`config.mk`:
```
export PLATFORM = sky130hd
export DESIGN_NAME = sorted_priority_queue
export DESIGN_NICKNAME = d
export VERILOG_FILES = /design/src/sv/spq_pkg.sv /design/src/sv/spq_cell.sv /design/src/sv/sorted_priority_queue.sv
export SDC_FILE = /design/constraint.sdc
export NUM_CORES = 1
export LEC_CHECK = 0
export BUFFER_PORTS_ARGS = -buffer_cell sky130_fd_sc_hd__buf_2
export CAP_MARGIN = 10
export CORE_AREA = 5 5 250 191
export CTS_BUF_LIST = sky130_fd_sc_hd__clkbuf_8
export CTS_CLUSTER_DIAMETER = 200
export CTS_CLUSTER_SIZE = 10
export DETAILED_ROUTE_END_ITERATION = 8
export DIE_AREA = 0 0 255 196
export GPL_TIMING_DRIVEN = 0
export PLACE_DENSITY = 0.74
export REMOVE_ABC_BUFFERS = 1
export SKIP_LAST_GASP = 1
export SYNTH_ARGS = -nofsm -noshare
export SYNTH_HDL_FRONTEND = slang
export SYNTH_SLANG_ARGS = --single-unit
```
`constraint.sdc`:
```
create_clock -name clk -period 11.47 [get_ports clk]
set_input_delay 1.147 -clock clk [delete_from_list [all_inputs] [get_ports clk]]
set_output_delay 1.147 -clock clk [all_outputs]
set_load 0.01 [all_outputs]
```
`src/sv/spq_pkg.sv`:
```
package spq_pkg;

	// default sizes
	localparam int DEPTH_DEF          = 16;
	localparam int VALUE_WIDTH_DEF    = 16;
	localparam int PRIORITY_WIDTH_DEF = 8;

	// request codes
	localparam logic ACT_ENQUEUE = 1'b0;
	localparam logic ACT_DEQUEUE = 1'b1;

	// result status codes
	localparam logic [1:0] ST_ENQUEUED = 2'd0;
	localparam logic [1:0] ST_DEQUEUED = 2'd1;
	localparam logic [1:0] ST_EMPTY    = 2'd2;
	localparam logic [1:0] ST_FULL     = 2'd3;

	// per-cycle command broadcast to every cell
	typedef struct packed {
		logic enq;
		logic deq;
	} spq_ctrl_t;

endpackage

```
`src/sv/spq_cell.sv`:
```
module spq_cell #(
	parameter int VALUE_WIDTH    = spq_pkg::VALUE_WIDTH_DEF,
	parameter int PRIORITY_WIDTH = spq_pkg::PRIORITY_WIDTH_DEF
) (
	input  logic                      clk,
	input  logic                      arst_n,
	input  spq_pkg::spq_ctrl_t        ctrl,
	input  logic [VALUE_WIDTH-1:0]    new_value,
	input  logic [PRIORITY_WIDTH-1:0] new_priority,
	// neighbor toward the head
	input  logic                      prev_after,
	input  logic                      prev_valid,
	input  logic [VALUE_WIDTH-1:0]    prev_value,
	input  logic [PRIORITY_WIDTH-1:0] prev_priority,
	// neighbor toward the tail
	input  logic                      next_valid,
	input  logic [VALUE_WIDTH-1:0]    next_value,
	input  logic [PRIORITY_WIDTH-1:0] next_priority,
	// this cell
	output logic                      after,
	output logic                      valid,
	output logic [VALUE_WIDTH-1:0]    value,
	output logic [PRIORITY_WIDTH-1:0] priority_out
);

	logic                      valid_q;
	logic [VALUE_WIDTH-1:0]    value_q;
	logic [PRIORITY_WIDTH-1:0] prio_q;
	logic                      valid_d;
	logic [VALUE_WIDTH-1:0]    value_d;
	logic [PRIORITY_WIDTH-1:0] prio_d;

	// new entry belongs behind this one
	assign after = valid_q && (prio_q < new_priority);

	// keep, insert, shift toward tail or shift toward head
	always_comb begin
		valid_d = valid_q;
		value_d = value_q;
		prio_d  = prio_q;
		if (ctrl.enq) begin
			if (!after) begin
				if (prev_after) begin
					valid_d = 1'b1;
					value_d = new_value;
					prio_d  = new_priority;
				end else begin
					valid_d = prev_valid;
					value_d = prev_value;
					prio_d  = prev_priority;
				end
			end
		end else if (ctrl.deq) begin
			valid_d = next_valid;
			value_d = next_value;
			prio_d  = next_priority;
		end
	end

	// occupancy flag
	always_ff @(posedge clk or negedge arst_n) begin
		if (!arst_n) begin
			valid_q <= 1'b0;
		end else begin
			valid_q <= valid_d;
		end
	end

	// entry payload
	always_ff @(posedge clk) begin
		value_q <= value_d;
		prio_q  <= prio_d;
	end

	assign valid        = valid_q;
	assign value        = valid_q ? value_q : '0;
	assign priority_out = valid_q ? prio_q : '0;

endmodule

```
`src/sv/sorted_priority_queue.sv`:
```
// latency: a result is registered and appears in the cycle after its request transfer
// throughput: one enqueue or dequeue per cycle unless in_stall, set by the row of cells
// that compare against the new priority and shift in parallel
// reset clears every cell's occupancy flag, the entry count and the output valid flag
module sorted_priority_queue #(
	parameter int DEPTH          = spq_pkg::DEPTH_DEF,
	parameter int VALUE_WIDTH    = spq_pkg::VALUE_WIDTH_DEF,
	parameter int PRIORITY_WIDTH = spq_pkg::PRIORITY_WIDTH_DEF,
	localparam int CNT_W         = $clog2(DEPTH + 1)
) (
	input  logic                      clk,
	input  logic                      arst_n,
	input  logic                      in_valid,
	output logic                      in_stall,
	input  logic                      action,
	input  logic [VALUE_WIDTH-1:0]    item_value,
	input  logic [PRIORITY_WIDTH-1:0] item_priority,
	output logic                      out_valid,
	input  logic                      out_stall,
	output logic [VALUE_WIDTH-1:0]    out_value,
	output logic [PRIORITY_WIDTH-1:0] out_priority,
	output logic [1:0]                status,
	output logic [CNT_W-1:0]          fill_count,
	output logic                      is_empty
);

	logic                      out_valid_q;
	logic [VALUE_WIDTH-1:0]    out_value_q;
	logic [PRIORITY_WIDTH-1:0] out_priority_q;
	logic [1:0]                status_q;
	logic [CNT_W-1:0]          count_q;
	logic [CNT_W-1:0]          count_d;
	logic                      take;
	logic                      full;
	logic                      empty;
	logic [1:0]                status_d;
	spq_pkg::spq_ctrl_t        ctrl;

	logic [DEPTH-1:0]          cell_after;
	logic [DEPTH-1:0]          cell_valid;
	logic [VALUE_WIDTH-1:0]    cell_value [DEPTH];
	logic [PRIORITY_WIDTH-1:0] cell_prio  [DEPTH];

	// input transfer when the output register is free or draining
	assign in_stall = out_valid_q && out_stall;
	assign take     = in_valid && !in_stall;
	assign full     = (count_q == CNT_W'(DEPTH));
	assign empty    = (count_q == '0);

	// decode the request
	always_comb begin
		ctrl     = '0;
		count_d  = count_q;
		status_d = spq_pkg::ST_ENQUEUED;
		if (action == spq_pkg::ACT_ENQUEUE) begin
			if (full) begin
				status_d = spq_pkg::ST_FULL;
			end else begin
				ctrl.enq = take;
				count_d  = count_q + CNT_W'(1);
			end
		end else begin
			if (empty) begin
				status_d = spq_pkg::ST_EMPTY;
			end else begin
				status_d = spq_pkg::ST_DEQUEUED;
				ctrl.deq = take;
				count_d  = count_q - CNT_W'(1);
			end
		end
	end

	// row of cells, head at index 0
	for (genvar i = 0; i < DEPTH; i++) begin : g_cell
		logic                      p_after;
		logic                      p_valid;
		logic [VALUE_WIDTH-1:0]    p_value;
		logic [PRIORITY_WIDTH-1:0] p_prio;
		logic                      n_valid;
		logic [VALUE_WIDTH-1:0]    n_value;
		logic [PRIORITY_WIDTH-1:0] n_prio;

		if (i == 0) begin : g_head
			assign p_after = 1'b1;
			assign p_valid = 1'b0;
			assign p_value = '0;
			assign p_prio  = '0;
		end else begin : g_mid
			assign p_after = cell_after[i-1];
			assign p_valid = cell_valid[i-1];
			assign p_value = cell_value[i-1];
			assign p_prio  = cell_prio[i-1];
		end

		if (i == DEPTH - 1) begin : g_tail
			assign n_valid = 1'b0;
			assign n_value = '0;
			assign n_prio  = '0;
		end else begin : g_body
			assign n_valid = cell_valid[i+1];
			assign n_value = cell_value[i+1];
			assign n_prio  = cell_prio[i+1];
		end

		spq_cell #(
			.VALUE_WIDTH    (VALUE_WIDTH),
			.PRIORITY_WIDTH (PRIORITY_WIDTH)
		) u_cell (
			.clk           (clk),
			.arst_n        (arst_n),
			.ctrl          (ctrl),
			.new_value     (item_value),
			.new_priority  (item_priority),
			.prev_after    (p_after),
			.prev_valid    (p_valid),
			.prev_value    (p_value),
			.prev_priority (p_prio),
			.next_valid    (n_valid),
			.next_value    (n_value),
			.next_priority (n_prio),
			.after         (cell_after[i]),
			.valid         (cell_valid[i]),
			.value         (cell_value[i]),
			.priority_out  (cell_prio[i])
		);
	end

	// entry count and output valid
	always_ff @(posedge clk or negedge arst_n) begin
		if (!arst_n) begin
			count_q     <= '0;
			out_valid_q <= 1'b0;
		end else begin
			if (take) begin
				count_q     <= count_d;
				out_valid_q <= 1'b1;
			end else if (!out_stall) begin
				out_valid_q <= 1'b0;
			end
		end
	end

	// result payload
	always_ff @(posedge clk) begin
		if (take) begin
			status_q <= status_d;
			if (status_d == spq_pkg::ST_DEQUEUED) begin
				out_value_q    <= cell_value[0];
				out_priority_q <= cell_prio[0];
			end else begin
				out_value_q    <= '0;
				out_priority_q <= '0;
			end
		end
	end

	assign out_valid    = out_valid_q;
	assign out_value    = out_value_q;
	assign out_priority = out_priority_q;
	assign status       = status_q;
	assign fill_count   = count_q;
	assign is_empty     = (count_q == '0);

endmodule
```
==> impl_metrics.ini <==
[run]
drv_cap = 0

[place]
routabilityCongestion = 0.826
dp_hpwl_um = 42400
port_buffers = 62

[finish]
area_delta_synth_final_pct = 7.43
layout-drive-gt1-share_pct = 9.66
fin_nets = 2333
antenna_cells = 0
fill_cells = 3801

[critical_path]
worstSetupStartpoint = item_priority[6]
worstPathArrival_ns = 4.33
reg2reg_from = out_valid
required_ns = 11.74
critPathKind = in2reg
critPathLaunchType = primary input
endpoint_kind = flop
crit_fanout = 25

[worst_hold_path]
min_path_type = in2async

[sta]
hold_viol = 0
finalMaxSlewViolations = 0
setup_viol = 0
max_slew_margin_pct = 18.2
rsz0062_at_grt = false
fin_skew_ns = 0.0326
max_clock_freq_ghz = 0.247
worst_hold_slack_ns = 0.487
worst_pin_slew_ns = 1.23
period_share_pct = 35.4
min_period_ns = 4.05

[cts]
cts-root-buf = clkbuf_8
clock_path_buffers = 3
cts_hold_buffers = 0
cts_tree = built
cts_resized = 0
cts_setup_buffers = 0
cts_made_buffers = 49
cts.sinks = 432
h-tree-depth = 2
clk_pin_slew_ns = 0.08
clk-insertion-delay-late_ns = 0.64

[pwr]
power.leakage_nw = 8.87
power.total_mw = 5.75
vdd_ir_drop_max_mv = 0.120
p_per_area_nw_per_um2 = 218

[detailed_routing]
vias = 19900
antenna_left = 0
wirelength_um = 63400
viasPerCell = 7.09
wl_per_cell_um = 22.6
drt_iter0_drc = 2262
drc_errors = 0
dr.pass1.iters = 5

[floorplan]
die-area_um2 = 50000
start_util_pct = 54.2
num_rows = 68
ioPinCount = 63
die_y_um = 196
die_w_um = 255
core_um2 = 45300

[yosys]
synth-seq-cells = 432
synth_most_common_cell = edfxtp_1
yosysTopAreaCell = edfxtp_1
syn_area_per_cell_um2 = 10.6
yosysSeqAreaShare_pct = 52.4
netlist_instances = 2314
synth.area.top_cells = edfxtp_1, o211ai_1, nand4_1
synth.top_cells.by_count = edfxtp_1, nand3_1, o211ai_1, nand4_1, clkbuf_1
yosys_warnings = 0
synthDominantCellAreaShare_pct = 50.2
synthArstFlopShare_pct = 5.09
ys_types = 49
synth-edff-count = 410
ys.flop_type = edfxtp_1
netlist_area_um2 = 24500

[global_route]
grt_pass1_wl_um = 104000
grt-ovfl-total = 0
grt_max_degree = 84
antenna_found_initial = 0
grt_pass1_vias = 20200
grt.total_usage_pct = 24.6

[run_status]
status = complete, no violations
## power breakdown
part	leakage (nW)	switching, mW	internal (mW)
combinational	4.29	1.24	0.769
clock	0.455	0.565	0.399
sequential	4.12	0.516	2.27
total	8.87	2.32	3.44
## placed cells by master, fill, tap and decap left out, types with 25 or more instances in the layout
master	instances
buf_2	62
clkbuf_8	50
o221ai_1	25
o21ai_0	49
nor2_1	36
a21oi_1	32
nand3_1	363
nand2_1	138
nand4_1	314
inv_1	42
edfxtp_1	410
o211ai_1	326
ha_1	115
## cell families after synthesis
kind of cell	share of synthesized area (%)
adders and majority gates	5.95
AOI/OAI and AO/OA	16.2
and+or+nand+nor	19.7
DFF	52.4
xor gates and xnor gates	0.179
buffers and inverters	5.50
## sequential cells by signal, summed over array words and instances (netlist names)
signal	count
fill_count	5
g_cell.u_cell.prio_q	128
g_cell.u_cell.valid	16
g_cell.u_cell.value_q	256
out_priority	8
out_valid	1
out_value	16
status	2
## worst paths after layout
path | to | slack [ns] | cells past startpoint
worst min-delay path | g_cell[9].u_cell.valid | 0.49 | 1
max in group asynchronous | g_cell[0].u_cell.valid | 10.59 | 1
min in group clk | g_cell[14].u_cell.value_q[6] | 0.59 | 2
worst max register to register | g_cell[7].u_cell.value_q[5] | 7.72 | 4
worst min register to register | g_cell[14].u_cell.value_q[6] | 0.59 | 2
worst max-delay path | g_cell[14].u_cell.value_q[3] | 7.42 | 8
## final cells by class
cell class	instances	area, um^2	share of cell area, %
multi-input combinational	1567	10600	40.2
inverter	27	101	0.385
tap	595	744	2.83
sequential	432	12900	48.9
timing repair buffer	111	1270	4.82
clock buffer	50	688	2.61
clock inverter	18	85.1	0.323
## layer usage
layer  vias up  global-route usage (%)  share of wire, %
li1       9104                       -                 -
met1      9833                    36.2                44
met2       799                    39.3                48
met3       115                    2.84               6.4
met4         0                    6.25               1.8
met5         -                       0                 0
## per-stage QoR
step	instances	utilization, %	setup TNS, ns	instance area [um^2]	setup slack [ns]
2_1_floorplan	2026	-	-3452.80	23300	-6.06
3_3_place_gp	2683	53.8	-9608.38	24300	-16.24
3_5_place_dp	2728	56.3	0	25500	5.90
4_1_cts	2796	58.0	0	26200	6.55
5_1_grt	2800	58.2	0	26300	7.25
6_report	2800	58.2	0	26300	7.42
## worst max-delay path: stages
cell	delay, ns
buf_2	0.12
inv_1	0.55
ha_1	0.37
nand3_1	0.08
and4b_1	0.23
o21a_1	0.95
a21oi_1	0.21
or2_2	0.64
Power figures use the tool's default switching activity.
